==> src/design/cbq_pkg.sv <==
// Package for the cascaded biquad filter: fixed widths, register indexes,
// tap codes and the controller/datapath command and status structs.
// No dependencies.
package cbq_pkg;

  localparam int COEF_W          = 24;
  localparam int STATE_W         = 32;
  localparam int CFG_IDX_W       = 3;
  localparam int CFG_DATA_W      = 24;
  localparam int STAGES_W        = 2;
  localparam int SAMPLE_W_DEF    = 24;
  localparam int COEF_FRAC_DEF   = 21;
  localparam int TAP_COUNT       = 5;
  localparam int STEP_W          = 3;

  localparam logic [CFG_IDX_W-1:0] REG_B0     = 3'd0;
  localparam logic [CFG_IDX_W-1:0] REG_B1     = 3'd1;
  localparam logic [CFG_IDX_W-1:0] REG_A1     = 3'd2;
  localparam logic [CFG_IDX_W-1:0] REG_A2     = 3'd3;
  localparam logic [CFG_IDX_W-1:0] REG_STAGES = 3'd4;
  localparam logic [CFG_IDX_W-1:0] REG_HP     = 3'd5;

  localparam logic [STAGES_W-1:0] STAGES_TWO = 2'd2;

  typedef enum logic [2:0] {
    TAP_X0 = 3'd0,
    TAP_X1 = 3'd1,
    TAP_X2 = 3'd2,
    TAP_Y1 = 3'd3,
    TAP_Y2 = 3'd4
  } tap_t;

  typedef struct packed {
    logic load_x;
    logic mul_en;
    tap_t tap;
    logic sec;
    logic acc_clr;
    logic acc_add;
    logic upd;
    logic out_load;
  } cbq_cmd_t;

  typedef struct packed {
    logic two_stage;
  } cbq_sts_t;

endpackage

==> src/design/cbq_datapath.sv <==
// Datapath of the cascaded biquad filter: configuration registers, section
// history, one shared multiplier, accumulator and output saturation.
// Depends on cbq_pkg.
module cbq_datapath #(
  parameter int SAMPLE_WIDTH   = cbq_pkg::SAMPLE_W_DEF,
  parameter int COEF_FRAC_BITS = cbq_pkg::COEF_FRAC_DEF
) (
  input  logic                                clk,
  input  logic                                rst_n,
  input  logic                                cfg_we,
  input  logic [cbq_pkg::CFG_IDX_W-1:0]       cfg_index,
  input  logic [cbq_pkg::CFG_DATA_W-1:0]      cfg_data,
  input  logic signed [SAMPLE_WIDTH-1:0]      sample_in,
  input  cbq_pkg::cbq_cmd_t                   cmd,
  output cbq_pkg::cbq_sts_t                   sts,
  output logic signed [SAMPLE_WIDTH-1:0]      sample_out
);

  localparam int SW     = cbq_pkg::STATE_W;
  localparam int CW     = cbq_pkg::COEF_W;
  localparam int PROD_W = SW + CW;
  localparam int ACC_W  = SW + CW - COEF_FRAC_BITS + 3;
  localparam int DIFF_W = SW + 2;

  localparam logic signed [DIFF_W-1:0] OUT_MAX =
    {{(DIFF_W-SAMPLE_WIDTH+1){1'b0}}, {(SAMPLE_WIDTH-1){1'b1}}};
  localparam logic signed [DIFF_W-1:0] OUT_MIN =
    {{(DIFF_W-SAMPLE_WIDTH+1){1'b1}}, {(SAMPLE_WIDTH-1){1'b0}}};

  logic signed [CW-1:0]           b0_r, b1_r, a1_r, a2_r;
  logic [cbq_pkg::STAGES_W-1:0]   stages_r;
  logic                           hp_r;

  logic signed [SAMPLE_WIDTH-1:0] x_r, fid1_r, fid2_r;
  logic signed [SW-1:0]           fod1_r, fod2_r, sid1_r, sid2_r, sod1_r, sod2_r;
  logic signed [SW-1:0]           lp_r;
  logic signed [PROD_W-1:0]       prod_r;
  cbq_pkg::tap_t                  tap_d_r;
  logic signed [ACC_W-1:0]        acc_r;
  logic signed [SAMPLE_WIDTH-1:0] out_r;

  logic signed [CW-1:0]     coef_sel;
  logic signed [SW-1:0]     op_sel;
  logic signed [PROD_W-1:0] prod_sh;
  logic signed [ACC_W-1:0]  term;
  logic signed [SW-1:0]     y_new;
  logic signed [DIFF_W-1:0] diff;
  logic signed [SAMPLE_WIDTH-1:0] out_nxt;

  always_ff @(posedge clk) begin
    if (!rst_n) begin
      b0_r     <= '0;
      b1_r     <= '0;
      a1_r     <= '0;
      a2_r     <= '0;
      stages_r <= cbq_pkg::STAGES_W'(1);
      hp_r     <= 1'b0;
    end else if (cfg_we) begin
      case (cfg_index)
        cbq_pkg::REG_B0:     b0_r     <= cfg_data;
        cbq_pkg::REG_B1:     b1_r     <= cfg_data;
        cbq_pkg::REG_A1:     a1_r     <= cfg_data;
        cbq_pkg::REG_A2:     a2_r     <= cfg_data;
        cbq_pkg::REG_STAGES: stages_r <= cfg_data[cbq_pkg::STAGES_W-1:0];
        cbq_pkg::REG_HP:     hp_r     <= cfg_data[0];
        default: ;
      endcase
    end
  end

  assign sts.two_stage = (stages_r == cbq_pkg::STAGES_TWO);

  // operand select for the shared multiplier
  always_comb begin
    case (cmd.tap)
      cbq_pkg::TAP_X0: begin
        coef_sel = b0_r;
        op_sel   = cmd.sec ? lp_r : SW'(x_r);
      end
      cbq_pkg::TAP_X1: begin
        coef_sel = b1_r;
        op_sel   = cmd.sec ? sid1_r : SW'(fid1_r);
      end
      cbq_pkg::TAP_X2: begin
        coef_sel = b0_r;
        op_sel   = cmd.sec ? sid2_r : SW'(fid2_r);
      end
      cbq_pkg::TAP_Y1: begin
        coef_sel = a1_r;
        op_sel   = cmd.sec ? sod1_r : fod1_r;
      end
      cbq_pkg::TAP_Y2: begin
        coef_sel = a2_r;
        op_sel   = cmd.sec ? sod2_r : fod2_r;
      end
      default: begin
        coef_sel = '0;
        op_sel   = '0;
      end
    endcase
  end

  always_ff @(posedge clk) begin
    if (cmd.mul_en) begin
      prod_r  <= PROD_W'(coef_sel) * PROD_W'(op_sel);
      tap_d_r <= cmd.tap;
    end
  end

  // floor shift, then narrowed to the accumulator width
  assign prod_sh = prod_r >>> COEF_FRAC_BITS;
  assign term    = ACC_W'(prod_sh);

  always_ff @(posedge clk) begin
    if (cmd.acc_clr) begin
      acc_r <= '0;
    end else if (cmd.acc_add) begin
      if (tap_d_r == cbq_pkg::TAP_Y1 || tap_d_r == cbq_pkg::TAP_Y2) begin
        acc_r <= acc_r - term;
      end else begin
        acc_r <= acc_r + term;
      end
    end
  end

  always_comb begin
    if (acc_r > ACC_W'(signed'({1'b0, {(SW-1){1'b1}}}))) begin
      y_new = {1'b0, {(SW-1){1'b1}}};
    end else if (acc_r < ACC_W'(signed'({1'b1, {(SW-1){1'b0}}}))) begin
      y_new = {1'b1, {(SW-1){1'b0}}};
    end else begin
      y_new = acc_r[SW-1:0];
    end
  end

  always_ff @(posedge clk) begin
    if (!rst_n) begin
      fid1_r <= '0;
      fid2_r <= '0;
      fod1_r <= '0;
      fod2_r <= '0;
      sid1_r <= '0;
      sid2_r <= '0;
      sod1_r <= '0;
      sod2_r <= '0;
    end else if (cmd.upd) begin
      if (cmd.sec) begin
        sid2_r <= sid1_r;
        sid1_r <= lp_r;
        sod2_r <= sod1_r;
        sod1_r <= y_new;
      end else begin
        fid2_r <= fid1_r;
        fid1_r <= x_r;
        fod2_r <= fod1_r;
        fod1_r <= y_new;
      end
    end
  end

  always_ff @(posedge clk) begin
    if (cmd.load_x) begin
      x_r <= sample_in;
    end
    if (cmd.upd) begin
      lp_r <= y_new;
    end
    if (cmd.out_load) begin
      out_r <= out_nxt;
    end
  end

  always_comb begin
    if (hp_r) begin
      diff = DIFF_W'(x_r) - DIFF_W'(lp_r);
    end else begin
      diff = DIFF_W'(lp_r);
    end
    if (diff > OUT_MAX) begin
      out_nxt = OUT_MAX[SAMPLE_WIDTH-1:0];
    end else if (diff < OUT_MIN) begin
      out_nxt = OUT_MIN[SAMPLE_WIDTH-1:0];
    end else begin
      out_nxt = diff[SAMPLE_WIDTH-1:0];
    end
  end

  assign sample_out = out_r;

endmodule

==> src/design/cbq_ctrl.sv <==
// Controller of the cascaded biquad filter: sequences the five taps of each
// section through the shared multiplier and owns both handshakes.
// Depends on cbq_pkg.
module cbq_ctrl (
  input  logic              clk,
  input  logic              rst_n,
  input  logic              in_valid,
  output logic              in_stall,
  output logic              out_valid,
  input  logic              out_stall,
  input  cbq_pkg::cbq_sts_t sts,
  output cbq_pkg::cbq_cmd_t cmd
);

  typedef enum logic [1:0] {
    ST_IDLE,
    ST_MAC,
    ST_UPD,
    ST_DONE
  } state_t;

  localparam logic [cbq_pkg::STEP_W-1:0] STEP_LAST = cbq_pkg::STEP_W'(cbq_pkg::TAP_COUNT);

  state_t                       state_r, state_nxt;
  logic [cbq_pkg::STEP_W-1:0]   step_r, step_nxt;
  logic                         sec_r, sec_nxt;
  logic                         out_valid_r, out_valid_nxt;
  logic                         in_acc, out_acc, out_free;

  assign in_stall = (state_r != ST_IDLE);
  assign in_acc   = in_valid && !in_stall;
  assign out_acc  = out_valid_r && !out_stall;
  assign out_free = !out_valid_r || !out_stall;

  always_comb begin
    state_nxt     = state_r;
    step_nxt      = step_r;
    sec_nxt       = sec_r;
    out_valid_nxt = out_valid_r && !out_acc;
    cmd           = '0;
    cmd.sec       = sec_r;
    cmd.tap       = cbq_pkg::tap_t'(step_r);
    case (state_r)
      ST_IDLE: begin
        if (in_acc) begin
          cmd.load_x = 1'b1;
          state_nxt  = ST_MAC;
          step_nxt   = '0;
          sec_nxt    = 1'b0;
        end
      end
      ST_MAC: begin
        cmd.mul_en  = (step_r != STEP_LAST);
        cmd.acc_clr = (step_r == '0);
        cmd.acc_add = (step_r != '0);
        step_nxt    = step_r + cbq_pkg::STEP_W'(1);
        if (step_r == STEP_LAST) begin
          state_nxt = ST_UPD;
        end
      end
      ST_UPD: begin
        cmd.upd  = 1'b1;
        step_nxt = '0;
        if (!sec_r && sts.two_stage) begin
          sec_nxt   = 1'b1;
          state_nxt = ST_MAC;
        end else begin
          state_nxt = ST_DONE;
        end
      end
      ST_DONE: begin
        if (out_free) begin
          cmd.out_load  = 1'b1;
          out_valid_nxt = 1'b1;
          state_nxt     = ST_IDLE;
        end
      end
      default: begin
        state_nxt = ST_IDLE;
      end
    endcase
  end

  always_ff @(posedge clk) begin
    if (!rst_n) begin
      state_r     <= ST_IDLE;
      step_r      <= '0;
      sec_r       <= 1'b0;
      out_valid_r <= 1'b0;
    end else begin
      state_r     <= state_nxt;
      step_r      <= step_nxt;
      sec_r       <= sec_nxt;
      out_valid_r <= out_valid_nxt;
    end
  end

  assign out_valid = out_valid_r;

  a_step_range: assert property (@(posedge clk) disable iff (!rst_n)
    state_r == ST_MAC |-> step_r <= STEP_LAST)
    else $error("tap step out of range");

  a_load_free: assert property (@(posedge clk) disable iff (!rst_n)
    cmd.out_load |-> (!out_valid_r || !out_stall))
    else $error("result overwritten before transaction");

  a_accept_start: assert property (@(posedge clk) disable iff (!rst_n)
    in_acc |=> (state_r == ST_MAC && step_r == '0 && !sec_r))
    else $error("section one not started after accept");

  a_second_only: assert property (@(posedge clk) disable iff (!rst_n)
    (state_r == ST_UPD && sec_r) |-> sts.two_stage)
    else $error("second section ran in single-stage mode");

endmodule

==> src/design/cascaded_biquad_lp_hp_filter.sv <==
// Cascaded biquad low-pass / high-pass filter, top level.
// Depends on cbq_pkg, cbq_ctrl and cbq_datapath.
//
// One sample per transaction passes through one or two direct-form-I biquad
// sections sharing b0 (also b2), b1, a1, a2 in signed Q3.21; the result is the
// low-pass value or input minus it. One 24x32 multiplier does all products:
// each section runs its multiply-accumulate steps and then one history
// update, after the sample is accepted and before the output register is
// loaded. A finished result waits in the output register while the next
// sample is accepted. Configuration writes are always ready and must only
// be issued while the filter is idle.
module cascaded_biquad_lp_hp_filter #(
  parameter int SAMPLE_WIDTH   = cbq_pkg::SAMPLE_W_DEF,
  parameter int COEF_FRAC_BITS = cbq_pkg::COEF_FRAC_DEF
) (
  input  logic                              clk,
  input  logic                              rst_n,
  input  logic                              in_valid,
  output logic                              in_stall,
  input  logic signed [SAMPLE_WIDTH-1:0]    in_sample_in,
  output logic                              out_valid,
  input  logic                              out_stall,
  output logic signed [SAMPLE_WIDTH-1:0]    out_sample_out,
  input  logic                              cfg_valid,
  output logic                              cfg_ready,
  input  logic [cbq_pkg::CFG_IDX_W-1:0]     cfg_index,
  input  logic [cbq_pkg::CFG_DATA_W-1:0]    cfg_data
);

  cbq_pkg::cbq_cmd_t cmd;
  cbq_pkg::cbq_sts_t sts;

  assign cfg_ready = 1'b1;

  cbq_ctrl u_ctrl (
    .clk       (clk),
    .rst_n     (rst_n),
    .in_valid  (in_valid),
    .in_stall  (in_stall),
    .out_valid (out_valid),
    .out_stall (out_stall),
    .sts       (sts),
    .cmd       (cmd)
  );

  cbq_datapath #(
    .SAMPLE_WIDTH   (SAMPLE_WIDTH),
    .COEF_FRAC_BITS (COEF_FRAC_BITS)
  ) u_datapath (
    .clk        (clk),
    .rst_n      (rst_n),
    .cfg_we     (cfg_valid && cfg_ready),
    .cfg_index  (cfg_index),
    .cfg_data   (cfg_data),
    .sample_in  (in_sample_in),
    .cmd        (cmd),
    .sts        (sts),
    .sample_out (out_sample_out)
  );

endmodule

==> config.mk <==
export PLATFORM = sky130hd
export DESIGN_NAME = cascaded_biquad_lp_hp_filter
export DESIGN_NICKNAME = d
export VERILOG_FILES = /design/src/design/cbq_pkg.sv /design/src/design/cbq_datapath.sv /design/src/design/cbq_ctrl.sv /design/src/design/cascaded_biquad_lp_hp_filter.sv
export SDC_FILE = /design/constraint.sdc
export NUM_CORES = 2
export LEC_CHECK = 0
export CAP_MARGIN = 0
export CELL_PAD_IN_SITES_DETAIL_PLACEMENT = 0
export CELL_PAD_IN_SITES_GLOBAL_PLACEMENT = 2
export CORE_MARGIN = 5
export CORE_UTILIZATION = 38
export DETAILED_ROUTE_END_ITERATION = 7
export DONT_BUFFER_PORTS = 1
export HOLD_SLACK_MARGIN = 0.08
export PLACE_DENSITY_LB_ADDON = 0.1
export SKIP_LAST_GASP = 1
export SLEW_MARGIN = 20
export SYNTH_ARGS = -nofsm -noshare
export SYNTH_HDL_FRONTEND = slang
export SYNTH_SLANG_ARGS = --single-unit
==> constraint.sdc <==
create_clock -name clk -period 8.9 [get_ports clk]
set_input_delay 0.89 -clock clk [delete_from_list [all_inputs] [get_ports clk]]
set_output_delay 0.89 -clock clk [all_outputs]
set_load 0.1 [all_outputs]
==> Word level (Yosys, flattened, before mapping) <==
Cells that the tools add are included.
{ "op_classes": {"n_addsub": 4, "multipliers": 1, "n_reduce_logical": 30, "eq_ne": 21, "mux": 31, "bitwise_logic": 1, "order_cmp": 4} }
{ "op_table": {"columns": ["cell", "n"], "rows": [
  ["32-bit 2-to-1 mux", 7],
  ["32-bit case mux with 5 select lines", 1],
  ["24-bit case mux with 4 select lines", 1],
  ["24-bit by 32-bit multiplier with 56-bit output", 1],
  ["38-bit by 35-bit adder with 38-bit output", 1],
  ["38-bit by 32-bit greater-than comparator with 1-bit output (second input constant)", 1],
  ["38-bit by 32-bit < comparator with 1-bit output (second input constant)", 1],
  ["38-bit 2-to-1 mux", 1],
  ["38-bit by 35-bit subtractor with 38-bit output", 1],
  ["34-bit by 24-bit greater-than comparator with 1-bit output (second input constant)", 1],
  ["34-bit by 24-bit < comparator with 1-bit output (second input constant)", 1],
  ["34-bit 2-to-1 mux", 1],
  ["24-bit by 32-bit subtractor with 33-bit output", 1],
  ["24-bit 2-to-1 mux", 1],
  ["2-bit AND reduction", 9],
  ["3-bit by 2-bit equality test with 1-bit output (second input constant)", 5],
  ["3-bit equality test (second input constant)", 5],
  ["1-bit 2-to-1 mux", 10],
  ["2-bit 2-to-1 mux", 5],
  ["3-bit case mux with 3 select lines", 1],
  ["2-bit by 1-bit != test with 1-bit output (second input constant)", 4],
  ["2-bit case mux with 4 select lines", 1],
  ["2-bit equality test (second input constant)", 3],
  ["3-bit by 1-bit equality test with 1-bit output (second input constant)", 2],
  ["other kinds (15)", 27]
]} }
{ "totals": {"ff_bits": 523, "inputBits": 56, "out_inout_bits": 27} }

==> Logic depth before layout (Yosys ltp) <==
{ "depth": {"ltp_word": 6, "depth_mapped": 38, "depth_no_buf": 34} }

==> Cells and area by module <==
From an unflattened synthesis, not the netlist that was laid out.
{ "hier_totals": {"hier_cells": 5871, "hier_area_um2": 51714.6} }
{ "modules_own_cells": {"columns": ["module", "area_per_inst_um2", "instances", "cells_each"], "rows": [
  ["cbq_datapath", 51270.4, 1, 5812],
  ["cbq_ctrl", 432.9, 1, 57],
  ["cascaded_biquad_lp_hp_filter", 11.3, 1, 2]
]} }

==> Worst setup path before layout <==
OpenSTA, ideal clock, no wires.
{ "synth_path": {"kind": "register -> register", "start": "register u_ctrl.step_r[2] (netlist name)", "end": "register u_datapath.prod_r[53], data pin", "setup_slack_ns": 0.068, "t_arrival_ns": 8.566, "required_ns": 8.634, "stages_incl_launch_ff": 33, "cell_sequence": "dfxtp_1 buf_2 buf_1 clkbuf_1 inv_1 ha_1 clkbuf_1 clkbuf_1 clkbuf_1 a22oi_1 nand2_1 clkbuf_1 nand2_1 fa_1 fa_1 fa_1 inv_1 fa_1 fa_1 fa_1 fa_1 ha_1 clkbuf_1 a21o_1 a21o_1 a21oi_1 a21boi_0 o21a_1 o21ai_0 nor2_1 a2111oi_0 nor3_1 xor2_1"} }
{ "synth_via": {"elab_chain_cells": 4} }
{ "synth_rtl": {"columns": ["item", "line", "text"], "rows": [
  ["start: declaration", "cbq_ctrl.sv:25", "logic [cbq_pkg::STEP_W-1:0] step_r, step_nxt;"],
  ["start signal: assignment", "cbq_ctrl.sv:92", "step_r <= step_nxt;"],
  ["3-bit by 2-bit equality test with 1-bit output or 3-bit logical NOT (tied branches)", "cbq_datapath.sv:75", "case (cmd.tap)"],
  ["2-bit OR reduction (no source line)", null, null],
  ["24-bit case mux with 4 select lines", "cbq_datapath.sv:75", null],
  ["24-bit by 32-bit multiplier with 56-bit output *", "cbq_datapath.sv:105", "prod_r <= PROD_W'(coef_sel) * PROD_W'(op_sel);"],
  ["end signal: assignment", "cbq_datapath.sv:105", null],
  ["end: declaration", "cbq_datapath.sv:37", "logic signed [PROD_W-1:0] prod_r;"]
]} }
Every way passes the cells marked *; elsewhere a longest branch is shown, timed or not.
A chain may end at the register's enable or synchronous reset.

==> Worst setup path in the final report <==
{ "layout_path": {"start": "register u_ctrl.step_r[0] (netlist name)", "end": "register u_datapath.prod_r[55], data pin"} }
Same word-level chain as after synthesis.

==> summary.md <==
| Metric | Value |
|---|---|
| Global placement routability congestion | about 0.85 |
| RSZ-0062 raised after global routing | true |
| Overall routing resource usage | 23.7% |
| Number of flops mapped to enable cells by yosys | 118 |
| Average vias per placed instance | 5.10 |
| Crit-path max cell delay | 550 ps |
| Min Tclk post-route | 8670 ps |
| Pin count of the biggest net entering global routing | 347 |
| Nets | 7,016 |
| Hpwl dp | approximately 140 mm |
| CTS tree | yes |
| Layout fillers | 13,600 |
| Status | complete, no violations |
| Vias in the first global route | 41,400 |
| Core Rows | between 100 and 150 |
| Final Skew | 61.9 ps |
| Non-Filler Instances | a little under 8,000 |
| Initial antenna violation count | 0 |
| Fin util | a little over two fifths |
| #FFs+latches synth | 502 |
| Depth of the CTS H-tree | 3 |
| Root Driver | clkbuf_16 |
| I/O Buffers | 0 |
| CP max FO | 20 |
| Yosys warns | 0 |
| Post-Syn Area | 52,100 sq um |
| Most common cell after layout, fill and taps aside | nand2_1 |
| Sink Count | 502 |
| Endpoints failing setup | 0 |
| Critical Path Sink Type | register |
| Period utilisation layout | 97.4% |
| Slew @ Worst Pin | 1090 ps |
| Ys async rst share | 0% |
| Worst VDD drop | 140 uV |
| Fmax | 0.115 GHz |
| WL/cell | 21.9 microns |
| Final ANT Viol Nets | 0 |
| CTS max path bufs | 3 |
| Most frequent cells in the layout | 1,289 x nand2_1, 933 x inv_1, 785 x fa_1 |
| IO Pins | 83 |
| Tot Pwr | 10,300 uW |
| Clk Latency, worst-skew pair | 680 ps |
| P_leak | 0.0263 uW |
| First-pass GRT wire length | between 200 and 300 mm |
| Via count | between 30,000 and 40,000 |
| Die area | 145,000 sq um |
| Syn_area_per_cell | between 8 and 9 sq um |
| Layout cells sized above 1 | about a tenth |
| Initial DRC count | 2,284 |
| Setup CP Type | reg2reg |
| CORE AREA | 136,000 sq um |
| HP Class | in2reg |
| Pwr Density | roughly 180 nW/um^2 |
| Dpl cells | 7,661 |
| Reported max-cap violation count | 0 |
| Crit path required time | 9340 ps |
| Seq/Total Area, Yosys | 21.6% |
| Slowest-stage cell, CP | fa_1 |
| Chip height | approximately 380 microns |
| Final wirelength | 170 mm |
| Slew headroom | 27.1% |
| DR pass1 iterations | 6 |
| Final Hold Vio Count | 0 |
| Startpoint types | register |
| Distinct cells, synth | 96 |
| Cells after synthesis | 5,858 |
| Starting Density | 38.3% |
| DRC | 0 |
| GRT overflow | 0 |
| Area growth, synth to finish | 12.6% |
| Horiz. Die Dim | 380 microns |
| CP arrival | 9100 ps |
| Mapped Nets | 6,919 |
| Top_reg_cell synth | dfxtp_1 |
| Max-slew violation count | 0 |
| CTS Buf Count | 67 |
| CTS clk-pin slew, worst paths | 60 ps |
| Crit-path most repeated cell | fa_1 |
final cells by class:
type | count | area, sq um | share of cell area [%]
Multi-Input combinational cell | 4098 | 36200 | 61.8
Sequential cell | 502 | 11200 | 19.2
Inverter | 934 | 3510 | 5.98
Timing Repair Buffer | 352 | 3090 | 5.28
Tap cell | 1781 | 2230 | 3.80
Clock buffer | 95 | 1900 | 3.24
Clock inverter | 27 | 409 | 0.698
Antenna cell | 3 | 7.51 | 0.0128
through the flow:
stage	hold WS (ps)	TNS [ps]	worst slack (ps)	instance area (sq um)
6_report	298	0	234	58600
5_1_grt	249	-15.6	-15.6	58600
4_1_cts	238	0	22.5	58500
3_5_place_dp	455	-76.6	-74.8	56200
3_3_place_gp	447	-8780	-530	56100
2_1_floorplan	429	0	68.3	52100
final timing paths:
| path | startpoint | end | slack (ps) | depth (start not counted) |
|---|---|---|---|---|
| max | u_ctrl.step_r[0] | u_datapath.prod_r[55] | 230 | 34 |
| min | in_sample_in[4] | u_datapath.x_r[4] | 300 | 0 |
| max reg2reg | u_ctrl.step_r[0] | u_datapath.prod_r[55] | 230 | 34 |
| min reg2reg | u_datapath.fod1_r[13] | u_datapath.fod2_r[13] | 430 | 2 |
synth_stat cells (all sizes together) (33+ instances only):
master  number  area (sq um)
dfxtp      384          7690
and2       124           776
a21boi     281          2110
nand3       54           280
nor3        43           225
xor2        44           385
nor2       219           830
nand2     1292          4850
xnor2       83           727
a21o        55           413
a21oi      172           868
fa         785         15700
o211a       62           621
inv        934          3510
o21ai      115           658
clkbuf     290          1090
ha         220          2750
nand2b      35           219
mux2i       92           921
edfxtp     118          3540
buf         33           189
critical path: cells and delay by family, from the launching register on:
family	cells	cell delay, ps
AOI/OAI and AO/OA	8	2040
DFF	1	340
adders and majority gates	9	3820
buffers and inverters	10	1450
and+or+nand+nor	6	730
muxes	1	80
logic make-up after synthesis:
logic type / after synthesis / synth area share [%]
XOR/XNOR: 127 / 2.14
flip-flops: 502 / 21.6
adder cells (fa/ha/maj): 1005 / 35.5
buffers and inverters: 1258 / 9.25
AND/OR/NAND/NOR: 1895 / 15.5
AO/OA/AOI/OAI: 941 / 13.0
other: 1 / 0.00720
multiplexers: 129 / 3.02
repair_timing:
item                       4_1_cts  5_1_grt
pin swaps                        0        2
setup buffers                    1        5
setup endpoints to repair        5       20
gates resized for setup          2       15
hold buffers                     0        0
power breakdown:
| group | switching, uW | leakage [uW] | total, uW | internal (uW) |
|---|---|---|---|---|
| Combinational | 2910 | 0.0210 | 4570 | 1660 |
| Sequential | 242 | 0.00421 | 2900 | 2660 |
| Clock | 1160 | 0.00110 | 2800 | 1640 |
flip-flops by register name, summed over array words and instances (netlist names), 2 cells and up:
name,flops
u_ctrl.state_r,2
u_ctrl.step_r,3
u_datapath.a1_r,24
u_datapath.a2_r,24
u_datapath.acc_r,38
u_datapath.b0_r,24
u_datapath.b1_r,24
u_datapath.fid1_r,24
u_datapath.fid2_r,24
u_datapath.fod1_r,32
u_datapath.fod2_r,32
u_datapath.lp_r,32
u_datapath.prod_r,35
u_datapath.sample_out,24
u_datapath.sid1_r,32
u_datapath.sid2_r,32
u_datapath.sod1_r,32
u_datapath.sod2_r,32
u_datapath.stages_r,2
u_datapath.tap_d_r,3
u_datapath.x_r,24
layer usage:
layer	track usage (%)	routed length, microns	up-vias
li1	-	-	18700
met1	32.2	76600	20300
met2	41.8	85400	574
met3	2.13	5320	118
met4	4.43	2920	0
met5	0	0	-
(Power assumes the default switching activity.)
